--- src/rtl/nlt_pkg.sv ---
// Shared types and constants of the neighbor liveness table.
package nlt_pkg;

  localparam int unsigned IDX_W      = 8;
  localparam int unsigned CNT_W      = 9;
  localparam int unsigned MAC_W      = 48;
  localparam int unsigned KEY_W      = 64;
  localparam int unsigned ST_W       = 8;
  localparam int unsigned LIMIT_W    = 5;
  localparam int unsigned CFG_IDX_W  = 2;
  localparam int unsigned CFG_DATA_W = 8;

  localparam logic [ST_W-1:0] STATE_REACH = 8'h02;
  localparam logic [ST_W-1:0] STATE_STALE = 8'h04;

  localparam logic [LIMIT_W-1:0] LIMIT_RST       = 5'd16;
  localparam logic [ST_W-1:0]    ALIVE_MASK_RST  = 8'h1E;
  localparam logic [ST_W-1:0]    FAILED_MASK_RST = 8'h20;

  typedef enum logic [CFG_IDX_W-1:0] {
    CFG_ENTRY_LIMIT = 2'd0,
    CFG_ALIVE_MASK  = 2'd1,
    CFG_FAILED_MASK = 2'd2
  } cfg_reg_t;

  typedef struct packed {
    logic             cmd;
    logic             address_present;
    logic             address_is_v6;
    logic [KEY_W-1:0] address_high;
    logic [KEY_W-1:0] address_low;
    logic             is_deletion;
    logic [ST_W-1:0]  neighbor_state;
    logic             mac_present;
    logic [MAC_W-1:0] sta_mac;
  } in_beat_t;

  typedef struct packed {
    logic               identified;
    logic               peer_alive;
    logic               peer_failed;
    logic               tracked;
    logic               reach_mac_vld;
    logic [MAC_W-1:0]   reach_mac;
    logic               table_live;
    logic [LIMIT_W-1:0] entry_count;
  } out_beat_t;

  typedef struct packed {
    logic [CFG_IDX_W-1:0]  index;
    logic [CFG_DATA_W-1:0] value;
  } cfg_beat_t;

  typedef struct packed {
    logic             family;
    logic [KEY_W-1:0] key_high;
    logic [KEY_W-1:0] key_low;
    logic [MAC_W-1:0] sta_mac;
  } query_t;

  typedef struct packed {
    logic             ent_found;
    logic [IDX_W-1:0] ent_idx;
    logic             ent_mac_known;
    logic [MAC_W-1:0] ent_mac;
    logic [CNT_W-1:0] ent_cnt;
    logic             free_found;
    logic [IDX_W-1:0] free_idx;
    logic             sus_found;
    logic [IDX_W-1:0] sus_idx;
    logic [CNT_W-1:0] sus_cnt;
    logic             sus_free_found;
    logic [IDX_W-1:0] sus_free_idx;
    logic             table_live;
  } carry_t;

  typedef struct packed {
    logic             clear_all;
    logic             ent_del;
    logic             ent_upd;
    logic             ent_ins;
    logic [IDX_W-1:0] ent_idx;
    logic             sus_ins;
    logic             sus_clr;
    logic [IDX_W-1:0] sus_idx;
    logic             hit_clr;
    logic             rotate;
    logic [ST_W-1:0]  nstate;
    logic             mac_present;
    logic [MAC_W-1:0] mac;
  } wr_t;

endpackage

--- src/rtl/nlt_cell.sv ---
// One table cell: a neighbor slot, a suspect slot on the ring, and a scan stage.
module nlt_cell import nlt_pkg::*; #(
  parameter int unsigned CELL_IDX = 0
) (
  input  logic             clk,
  input  logic             rst_n,
  input  query_t           q,
  input  wr_t              wr,
  input  logic [ST_W-1:0]  alive_mask,
  input  logic             sus_valid_in,
  input  logic [MAC_W-1:0] sus_mac_in,
  output logic             sus_valid_out,
  output logic [MAC_W-1:0] sus_mac_out,
  input  carry_t           carry_in,
  output carry_t           carry_out
);

  localparam logic [IDX_W-1:0] MY_IDX = IDX_W'(CELL_IDX);

  logic             ent_valid_r;
  logic             ent_family_r;
  logic [KEY_W-1:0] ent_key_high_r;
  logic [KEY_W-1:0] ent_key_low_r;
  logic [ST_W-1:0]  ent_state_r;
  logic             ent_mac_known_r;
  logic [MAC_W-1:0] ent_mac_r;
  logic             sus_valid_r;
  logic [MAC_W-1:0] sus_mac_r;
  logic             hit_r;
  carry_t           carry_r;
  carry_t           carry_nxt;

  logic ent_sel;
  logic sus_sel;
  logic key_eq;
  logic live;

  assign ent_sel = (wr.ent_idx == MY_IDX);
  assign sus_sel = (wr.sus_idx == MY_IDX);
  assign key_eq  = (ent_family_r == q.family) && (ent_key_high_r == q.key_high) &&
                   (ent_key_low_r == q.key_low);
  assign live    = ent_valid_r && ((ent_state_r & alive_mask) != '0) &&
                   !(((ent_state_r & STATE_STALE) != '0) && ent_mac_known_r && hit_r);

  always_comb begin
    carry_nxt = carry_in;
    if (ent_valid_r) begin
      carry_nxt.ent_cnt = carry_in.ent_cnt + CNT_W'(1);
      if (!carry_in.ent_found && key_eq) begin
        carry_nxt.ent_found     = 1'b1;
        carry_nxt.ent_idx       = MY_IDX;
        carry_nxt.ent_mac_known = ent_mac_known_r;
        carry_nxt.ent_mac       = ent_mac_r;
      end
    end else if (!carry_in.free_found) begin
      carry_nxt.free_found = 1'b1;
      carry_nxt.free_idx   = MY_IDX;
    end
    if (sus_valid_r) begin
      carry_nxt.sus_cnt = carry_in.sus_cnt + CNT_W'(1);
      if (!carry_in.sus_found && (sus_mac_r == q.sta_mac)) begin
        carry_nxt.sus_found = 1'b1;
        carry_nxt.sus_idx   = MY_IDX;
      end
    end else if (!carry_in.sus_free_found) begin
      carry_nxt.sus_free_found = 1'b1;
      carry_nxt.sus_free_idx   = MY_IDX;
    end
    carry_nxt.table_live = carry_in.table_live | live;
  end

  always_ff @(posedge clk) begin
    if (!rst_n) begin
      ent_valid_r <= 1'b0;
      sus_valid_r <= 1'b0;
      hit_r       <= 1'b0;
    end else begin
      if (wr.clear_all) begin
        ent_valid_r <= 1'b0;
      end else if (wr.ent_del && ent_sel) begin
        ent_valid_r <= 1'b0;
      end else if (wr.ent_ins && ent_sel) begin
        ent_valid_r <= 1'b1;
      end
      if (wr.clear_all) begin
        sus_valid_r <= 1'b0;
      end else if (wr.rotate) begin
        sus_valid_r <= sus_valid_in;
      end else if (wr.sus_ins && sus_sel) begin
        sus_valid_r <= 1'b1;
      end else if (wr.sus_clr && sus_sel) begin
        sus_valid_r <= 1'b0;
      end
      if (wr.hit_clr) begin
        hit_r <= 1'b0;
      end else if (wr.rotate && sus_valid_r && (sus_mac_r == ent_mac_r)) begin
        hit_r <= 1'b1;
      end
    end
  end

  always_ff @(posedge clk) begin
    carry_r <= carry_nxt;
    if (wr.ent_ins && ent_sel) begin
      ent_family_r    <= q.family;
      ent_key_high_r  <= q.key_high;
      ent_key_low_r   <= q.key_low;
      ent_state_r     <= wr.nstate;
      ent_mac_known_r <= wr.mac_present;
      ent_mac_r       <= wr.mac_present ? wr.mac : '0;
    end else if (wr.ent_upd && ent_sel) begin
      ent_state_r <= wr.nstate;
      if (wr.mac_present) begin
        ent_mac_known_r <= 1'b1;
        ent_mac_r       <= wr.mac;
      end
    end
    if (wr.rotate) begin
      sus_mac_r <= sus_mac_in;
    end else if (wr.sus_ins && sus_sel) begin
      sus_mac_r <= q.sta_mac;
    end
  end

  assign sus_valid_out = sus_valid_r;
  assign sus_mac_out   = sus_mac_r;
  assign carry_out     = carry_r;

endmodule

--- config.mk ---
export PLATFORM = sky130hd
export DESIGN_NAME = nlt_cell
export DESIGN_NICKNAME = d
export VERILOG_FILES = /design/src/rtl/nlt_pkg.sv /design/src/rtl/nlt_cell.sv
export SDC_FILE = /design/constraint.sdc
export NUM_CORES = 1
export LEC_CHECK = 0
export BUFFER_PORTS_ARGS = -buffer_cell sky130_fd_sc_hd__buf_2
export CORE_AREA = 10 10 212 214
export CTS_CLUSTER_DIAMETER = 60
export CTS_CLUSTER_SIZE = 14
export DETAILED_ROUTE_END_ITERATION = 6
export DIE_AREA = 0 0 222 224
export PLACE_DENSITY = 0.63
export SKIP_CTS_REPAIR_TIMING = 1
export SYNTH_ARGS = -nofsm -noshare
export SYNTH_HDL_FRONTEND = slang
export SYNTH_SLANG_ARGS = --single-unit
--- constraint.sdc ---
create_clock -name clk -period 20.3 [get_ports clk]
set_clock_uncertainty 0.2 [all_clocks]
set_input_delay 4.06 -clock clk [delete_from_list [all_inputs] [get_ports clk]]
set_output_delay 4.06 -clock clk [all_outputs]
set_load 0.05 [all_outputs]
* Word level (Yosys, flattened, before mapping) *
Cells that the tools add are included.
Widths: inputs -> output; s select.

word-level totals
  output and inout bits = 153
  logic and storage cells = 84
  flip-flop bits (word level) = 341

cells by class
  muxes and demuxes = 22
  equal/unequal tests = 5
  reductions and logical operators = 29
  $add $sub $neg = 2
  bitwise operators = 3

operators with widths
  cell                 count
  $mux 48              6
  $eq 64x64->1         2
  $eq 48x48->1         2
  $mux 67              1
  $mux 58              1
  $mux 8               4
  $mux 9               3
  $add 9x1->9 const B  2
  $mux 18              1
  $logic_not 8->1      2
  $logic_and 1x1->1    15
  $and 8x8->8          1
  $reduce_bool 8->1    1
  $mux 1               6
  $reduce_bool 2->1    3
  $reduce_or 2->1      2
  $logic_not 1->1      3
  $reduce_bool 3->1    1
  $reduce_or 3->1      1
  $reduce_and 2->1     1
  $eq 1x1->1           1
  $not 1->1            1
  $or 1x1->1           1

* Longest topological paths before layout *
Gate-level depths: netlist of run 1.

  word-level depth = 6
  mapped depth = 8
  mapped depth without buffers = 6

* Worst setup path before layout of run 1 *
No wires, ideal clock.

  path type = input to register
  start point = input wr[74] (netlist bit)
  end point = register ent_mac_known_r (enable)
  data arrival time = 8659 ps
  stages = 5
  slack = 11031 ps
  cells stage by stage = or4_1 > nor2_1 > nand2_1 > inv_1 > o21a_1

on the way
  cells in the longest elaborated chain, start to end = 4

RTL lines
  what                                  RTL line                          RTL
  from (decl)                           nlt_cell.sv:8                     input wr_t wr,
  $logic_not 8->1 (*)                   nlt_cell.sv:38                    assign ent_sel = (wr.ent_idx == MY_IDX);
  $logic_and 1x1->1 (on tied branches)  nlt_cell.sv:104, nlt_cell.sv:111
  $reduce_bool 2->1 (no line)           n/a
  $reduce_and 2->1 (no line) (*)        n/a
  to (signal assigned)                  nlt_cell.sv:109                   ent_mac_known_r <= wr.mac_present;
  to (decl)                             nlt_cell.sv:25                    logic ent_mac_known_r;

Mark *: on every way between the ends. The rest lies on a longest branch, timed or not.
A chain may end at the register's enable or synchronous reset.

* Final worst setup path of run 1 *
  start point = input wr[74] (netlist bit)
  end point = register ent_key_low_r[38] (enable)

on the way
  cells in the longest elaborated chain, start to end = 2

RTL lines
  what                  RTL line         RTL
  $logic_not 8->1       nlt_cell.sv:38
  $logic_and 1x1->1     nlt_cell.sv:104  if (wr.ent_ins && ent_sel) begin
  to (signal assigned)  nlt_cell.sv:107  ent_key_low_r <= q.key_low;
  to (decl)             nlt_cell.sv:23   logic [KEY_W-1:0] ent_key_low_r;

Every way passes these cells.

==> reports/summary.json, run 1 <==
{
  "detailed_routing": {
    "detail-route-antenna-nets": 0,
    "firstDrtPassIters": 5,
    "num_vias": 9806,
    "drc": 0,
    "finalWirelength_mm": 49.9,
    "via_per_inst": 4.69,
    "drt_iter0_drc": 769,
    "routed_wire_length_per_instance_um": 23.9
  },
  "power_and_ir_drop": {
    "cellPowerDensity_nw_per_um2": 88.5,
    "switching_share_pct": 26.7,
    "peakVddDrop_v": 0.0000547,
    "power_report.internal_total_mw": 1.20,
    "total_switching_power_mw": 0.436,
    "share_comb_of_total_power_pct": 13.1,
    "cell_leakage_power_nw": 7.35,
    "seq_pwr_share_pct": 47.8,
    "power.clock.fraction_pct": 39.0
  },
  "setup_path": {
    "crit-reg2reg-launch": "ent_key_low_r[3]",
    "max_stage_delay_ps": 830,
    "worstRegToRegCells": 7,
    "worst_r2r_endpoint": "carry_out[54]",
    "setup.worst_path.start_class": "input port",
    "crit_chain": "buf_2, or4_1, nor2_1, nand2_1, inv_4, buf_4",
    "critical-path-top-delay-family": "buffers and inverters",
    "cp_data_arrival_time_ps": 6500,
    "path_buf_inv": 3,
    "worst_ep_required_time_ps": 20250,
    "cp_max_fo": 71,
    "r2r_setup_slk_ps": 17160,
    "worst_path_max_delay_cell": "buf_4",
    "critical_path.endpoint_type": "flop",
    "timing.setup.critical_path_class": "in2reg"
  },
  "synth": {
    "synth.cells.most_frequent": "edfxtp_1 (234), xnor2_1 (155), dfxtp_1 (107)",
    "yosysTopAreaCell": "edfxtp_1",
    "number_of_enable_type_register_cells_in_the_synthesized_netlist": 234,
    "avg_cell_area_syn_um2": 14.9,
    "yosys_warnings": 0,
    "yosys_most_used_dff": "edfxtp_1",
    "synth_cell_type_count": 40,
    "synthesis.nets": 1351,
    "async_reset_ff_share_pct": 0,
    "synth.yosys.seq_area_share_pct": 66.1,
    "post_syn_area_um2": 13900,
    "synth.most_common_cell": "edfxtp_1",
    "synth_top_cell_area_share_pct": 50.6,
    "mapped_cells": 928,
    "yosys_register_bits": 341,
    "synth.area.top_cells": "edfxtp_1 (51%), dfxtp_1 (15%), xnor2_1 (9.8%)"
  },
  "floorplanning": {
    "dieArea_um2": 49700,
    "die_w_um": 222,
    "start_util_pct": 34.2,
    "ioPinCount": 574,
    "core_um2": 40600,
    "placement_rows": 74,
    "die_height_um": 224
  },
  "timing": {
    "timing_worst_slew_pin_value_ps": 902,
    "finalSetupViolations": 0,
    "fin_ws_ps": 13750,
    "final_hold_viol_count": 0,
    "fmaxAchievable_mhz": 153,
    "final_min_period_over_clock_period_pct": 32.2,
    "report.final.slew_viol_count": 0,
    "finalSetupTns_ps": 0,
    "layout_min_cycle_time_ps": 6550,
    "grt_setup_unrepaired": "false",
    "maxSlewHeadroom_pct": 39.9
  },
  "run": {
    "max_cap_viol_count": 0
  },
  "hold_path": {
    "timing.hold.worst.start": "ent_mac_r[19]",
    "worst_hold_path.endpoint": "carry_out[65]",
    "min_delay_path_depth": 1,
    "hold_path_class": "reg2reg"
  },
  "placed_design": {
    "dpl_worst_slack_ps": 13170,
    "gp_congestion": 0.904,
    "place_area_um2": 17300,
    "io_buffers": 573,
    "dpl.hpwl_mm": 40.8
  },
  "finish": {
    "final.fill_count": 3781,
    "stdcell_area_um2": 18500,
    "proportion_of_layout_cells_with_a_drive_suffix_above_1_pct": 45.6,
    "final_nets": 1948,
    "area_growth_pct": 33.3,
    "combined_area_of_the_multi_input_logic_cells_um2": 4560,
    "seq_area_um2": 9170
  },
  "grt": {
    "first_global_vias": 10700,
    "antenna_found_initial": 9,
    "gr-usage-all-layers_pct": 19.3,
    "grt-ovfl-total": 0,
    "grt_start_max_net_pins": 72,
    "grt_first_pass_wirelength_mm": 71.4
  },
  "clocking": {
    "tritoncts": "done",
    "htree_num_levels": 2,
    "cts.path.max_buffers": 3,
    "worst_skew_pair.late_latency_ps": 540,
    "worst_setup_hold_path_clk_slew_ps": 70,
    "cts_made_buffers": 35,
    "cts.sink_count": 341,
    "clock_tree.root_cell": "clkbuf_16"
  },
  "outcome": {
    "run_status": "finished, final reports clean"
  }
}
==> cells in the final DEF, fill, tap and decap left out, types with 2 or more instances in the layout <==
cell and count:
nand3_1 7, clkinvlp_4 2, nor2b_1 33, o22ai_1 2, and2_1 48, and3_1 3
inv_4 2, and4_1 2, xor2_1 79, clkbuf_1 10, clkbuf_16 38, inv_1 9
inv_6 3, buf_4 6, nand2_1 13, nor2_1 11, clkinv_8 2, nor3_1 5
edfxtp_1 234, diode_2 5, a22oi_1 4, nand4_1 44, or4_1 4, nor4_1 25
mux2_2 69, a221oi_1 3, buf_2 573, dfxtp_1 107, ha_1 2, clkinv_4 3
nand2b_1 4, a21oi_1 2, mux2_1 30, xnor2_1 155
==> worst reg2reg max path, cell delays in order (launching register included) <==
cell,delay (ps)
edfxtp_1,380
xor2_1,150
nor4_1,490
nand4_1,230
or3_1,430
nor4_4,210
buf_4,480
mux2_2,460
==> power groups by stage <==
stage	combinational (mW)	clock, mW	sequential, mW
final	0.215	0.638	0.783
after global routing	0.228	0.682	0.785
after CTS	0.218	0.654	0.783
after detailed placement	0.217	0	0.798
after global placement	0.214	0	0.797
after floorplan	0.0533	0	0.864
==> cells by family (layout without fill, tap and decap cells) <==
logic type,count (synthesis),after routing,share of synthesized area (%)
AOI/OAI and AO/OA,20,20,1.07
DFF,341,341,66.1
buffers and inverters,29,653,1.05
and+or+nand+nor,203,203,8.80
other,0,5,0
muxes,99,99,8.04
xor gates and xnor gates,234,234,14.8
adders and majority gates,2,2,0.180
==> worst max-delay path by stage <==
stage          cells past startpoint   start                 end
2_1_floorplan                      5  wr[74]     ent_mac_known_r
5_1_grt                            6  wr[74]   ent_key_low_r[23]
3_3_place_gp                       6  wr[74]  ent_key_high_r[13]
4_1_cts                            6  wr[74]   ent_key_low_r[38]
3_5_place_dp                       6  wr[74]  ent_key_high_r[37]
6_report                           6  wr[74]   ent_key_low_r[38]
==> flip-flops by register name (all words and copies together) (netlist names) <==
signal and count:
ent_mac_known_r 1, ent_family_r 1, sus_valid_out 1, ent_valid_r 1, ent_key_low_r 64, ent_mac_r 48, ent_state_r 8, ent_key_high_r 64
hit_r 1, sus_mac_out 48, carry_out 104
==> routing by layer <==
layer	global-route usage (%)	vias to the layer above	routed length, um
met2	33.6	451	24900
li1	-	4552	-
met5	0	-	61
met3	6.88	84	4220
met4	6.61	8	1560
met1	21.5	4711	19200
==> per-stage QoR <==
| step | std cells | power [mW] | utilization, % | hold WS [ps] |
|---|---|---|---|---|
| floorplan | 928 | 0.917 | - | 276 |
| global placement | 2020 | 1.01 | 42.8 | 289 |
| detailed placement | 2020 | 1.01 | 42.8 | 301 |
| CTS | 2084 | 1.65 | 45.6 | 317 |
| global route | 2085 | 1.70 | 45.6 | 332 |
| finish | 2089 | 1.64 | 45.6 | 312 |
==> layout make-up <==
class | instances | share of cell area, %
Sequential cell | 341 | 49.6
Multi-Input combinational cell | 558 | 24.7
Timing Repair Buffer | 579 | 15.8
Clock buffer | 51 | 5.49
Tap cell | 532 | 3.60
Clock inverter | 13 | 0.623
Inverter | 10 | 0.217
Antenna cell | 5 | 0.0677
Power figures use the tool's default switching activity.
==> inputs of run 2 (changes only) <==
CORE_AREA = 10 10 217 219   (was 10 10 212 214)
DIE_AREA = 0 0 227 229   (was 0 0 222 224)
clock period = 5.8 ns   (was 20.3 ns; I/O delays follow)
==> run 2 against run 1 <==
Sequential power increased to 3.5 times the previous value. Flip-flop and latch count unchanged. Wire length about the same. Die area increased by 4.5%. Critical endpoint is now carry_out[51]. Highest routed layer unchanged.
==> reports/summary.json, run 2 (synthesized netlist as in run 1, its figures left out) <==
{
  "setup_path": {
    "cp_max_fo": {"value": 29, "change": "-59%"},
    "crit_start": "q[119]",
    "worst_ep_required_time": {"value": 6020, "unit": "ps", "change": "-14230 ps"},
    "crit-reg2reg-launch": "sus_mac_out[10]",
    "critical_path.endpoint_type": "flop",
    "timing.setup.critical_path_class": "in2reg",
    "cp_data_arrival_time": {"value": 3720, "unit": "ps", "change": "-2780 ps"},
    "setup.worst_path.start_class": "input port"
  },
  "placed_design": {
    "gp_congestion": {"value": 0.878, "change": "-2.9%"},
    "place_area": {"value": 17400, "unit": "um2", "change": "+0.22%"},
    "io_buffers": {"value": 573, "change": "unchanged"},
    "dpl_worst_slack": {"value": 1520, "unit": "ps", "change": "-11650 ps"},
    "dpl.hpwl": {"value": 40.9, "unit": "mm", "change": "+0.19%"}
  },
  "power_and_ir_drop": {
    "cell_leakage_power": {"value": 7.34, "unit": "nW", "change": "-0.18%"},
    "power.clock.fraction": {"value": 38.8, "unit": "%", "change": "-0.2 points"},
    "seq_pwr_share": {"value": 48.0, "unit": "%", "change": "+0.2 points"},
    "share_comb_of_total_power": {"value": 13.2, "unit": "%", "change": "about the same"},
    "total_switching_power": {"value": 1.48, "unit": "mW", "change": "+240%"},
    "cellPowerDensity": {"value": 308, "unit": "nW/um2", "change": "+250%"},
    "switching_share": {"value": 26.0, "unit": "%", "change": "-0.71 points"},
    "peakVddDrop": {"value": 0.000180, "unit": "V", "change": "+230%"},
    "power_report.internal_total": {"value": 4.23, "unit": "mW", "change": "+250%"}
  },
  "finish": {
    "stdcell_area": {"value": 18500, "unit": "um2", "change": "+0.12%"},
    "layout.cells.most_common": "buf_2",
    "area_growth_pct": 33.4,
    "final_nets": {"value": 1948, "change": "unchanged"},
    "largest_register_ff_count": {"value": 104, "change": "unchanged"},
    "most_used_cells_in_the_layout_excluding_fill_and_tap_cells": "buf_2 (573), edfxtp_1 (234), xnor2_1 (155), dfxtp_1 (107), xor2_1 (79)",
    "proportion_of_layout_cells_with_a_drive_suffix_above_1": {"value": 45.4, "unit": "%", "change": "-0.20 points"}
  },
  "detailed_routing": {
    "routed_wire_length_per_instance": {"value": 23.7, "unit": "um", "change": "-0.76%"},
    "drc": {"value": 0, "change": "unchanged"},
    "via_per_inst": {"value": 4.70, "change": "about the same"},
    "drt_iter0_drc": {"value": 545, "change": "-29%"},
    "num_vias": {"value": 9880, "change": "+0.75%"},
    "finalWirelength": {"value": 49.9, "unit": "mm", "change": "about the same"},
    "firstDrtPassIters": {"value": 6, "change": "+1"},
    "detail-route-antenna-nets": {"value": 0, "change": "unchanged"}
  },
  "grt": {
    "grt-ovfl-total": {"value": 0, "change": "unchanged"},
    "grt_start_max_net_pins": {"value": 130, "change": "+81%"},
    "first_global_vias": {"value": 10700, "change": "+0.39%"},
    "gr-usage-all-layers": {"value": 18.5, "unit": "%", "change": "-0.76 points"},
    "antenna_found_initial": {"value": 16, "change": "+7"},
    "grt_first_pass_wirelength": {"value": 71.1, "unit": "mm", "change": "-0.42%"}
  },
  "floorplanning": {
    "die_w": {"value": 227, "unit": "um", "change": "+2.3%"},
    "start_util": {"value": 32.5, "unit": "%", "change": "-1.7 points"},
    "placement_rows": {"value": 76, "change": "+2.7%"},
    "die_height": {"value": 229, "unit": "um", "change": "+2.2%"},
    "core": {"value": 42700, "unit": "um2", "change": "+5.3%"},
    "ioPinCount": {"value": 574, "change": "unchanged"},
    "dieArea": {"value": 52000, "unit": "um2", "change": "+4.5%"}
  },
  "timing": {
    "finalSetupViolations": {"value": 0, "change": "unchanged"},
    "finalSetupTns": {"value": 0, "unit": "ps", "change": "unchanged"},
    "timing_worst_slew_pin_value": {"value": 1170, "unit": "ps", "change": "+268 ps"},
    "fin_ws": {"value": 2290, "unit": "ps", "change": "-11460 ps"},
    "final_min_period_over_clock_period_pct": 60.5,
    "final_hold_viol_count": {"value": 0, "change": "unchanged"},
    "maxSlewHeadroom": {"value": 20.0, "unit": "%", "change": "-20 points"},
    "report.final.slew_viol_count": {"value": 0, "change": "unchanged"},
    "layout_min_cycle_time_ps": 3510,
    "grt_setup_unrepaired": "false",
    "fmaxAchievable_mhz": 285
  },
  "clocking": {
    "tritoncts": "done",
    "htree_num_levels": {"value": 2, "change": "unchanged"},
    "cts_made_buffers": {"value": 34, "change": "-2.9%"},
    "cts.sink_count": {"value": 341, "change": "unchanged"},
    "worst_skew_pair.late_latency": {"value": 540, "unit": "ps", "change": "about the same"},
    "worst_setup_hold_path_clk_slew": {"value": 60, "unit": "ps", "change": "about the same"},
    "cts.path.max_buffers": {"value": 3, "change": "unchanged"},
    "clock_tree.root_cell": "clkbuf_16"
  },
  "run": {
    "max_cap_viol_count": {"value": 0, "change": "unchanged"}
  },
  "hold_path": {
    "hold_path_class": "reg2reg",
    "timing.hold.worst.start": "ent_mac_r[25]"
  },
  "outcome": {
    "run_status": "finished, final reports clean"
  }
}
[run 2: changes by cell type in the layout (fill, tap and decap cells not counted), sizes merged]
| cell | change |
|---|---|
| buf | +1 |
| clkbuf | -2 |
| clkinv | -1 |
| clkinvlp | +1 |
| bufinv | +2 |
| diode | +2 |
| inv | -3 |
[run 2: final cells by class]
class / instances / area [um2]
inverters: 10 / 41.3
multi-input cells: 558 / 4560
clock inverters: 12 / 136
fillers: 3991 / 24200
diodes: 7 / 17.5
well taps: 546 / 683
repair buffers: 580 / 2930
flip-flops and latches: 341 / 9170
clock buffers: 49 / 971
[run 2: path summary, 6_finish.rpt]
kind | cells past startpoint | slack (ps) | to
min reg2reg | 1 | 310 | carry_out[71]
max | 8 | 2290 | carry_out[51]
min | 1 | 310 | carry_out[71]
max reg2reg | 6 | 2530 | carry_out[19]
[run 2: worst max-delay path, cell delays in order]
cell and delay, ps:
buf_2 110, xor2_1 170, nor4_1 390, nand4_1 290, or3_1 460, nor4_4 220
buf_4 480, mux2_2 390
[run 2: through the flow]
step	power [mW]	cells	utilization, %	hold WS (ps)
finish	5.71	2103	43.4	313
detailed placement	3.55	2035	40.7	303
floorplan	3.21	928	-	276
global route	5.91	2102	43.4	342
CTS	5.78	2096	43.3	317
global placement	3.54	2035	40.7	290
[run 2: per-layer routing]
| layer | vias to the layer above | share of wire, % | track usage (%) |
|---|---|---|---|
| met4 | 16 | 2.6 | 6.12 |
| met1 | 4755 | 38 | 20.6 |
| met5 | - | 0.19 | 0 |
| li1 | 4553 | - | - |
| met3 | 83 | 10 | 7.05 |
| met2 | 473 | 49 | 31.8 |
[run 2: power by group through the flow]
stage	clock (mW)	sequential [mW]	combinational, mW
floorplan	0	3.02	0.187
global placement	0	2.79	0.750
detailed placement	0	2.79	0.759
CTS	2.27	2.74	0.763
global route	2.36	2.75	0.801
finish	2.22	2.74	0.751
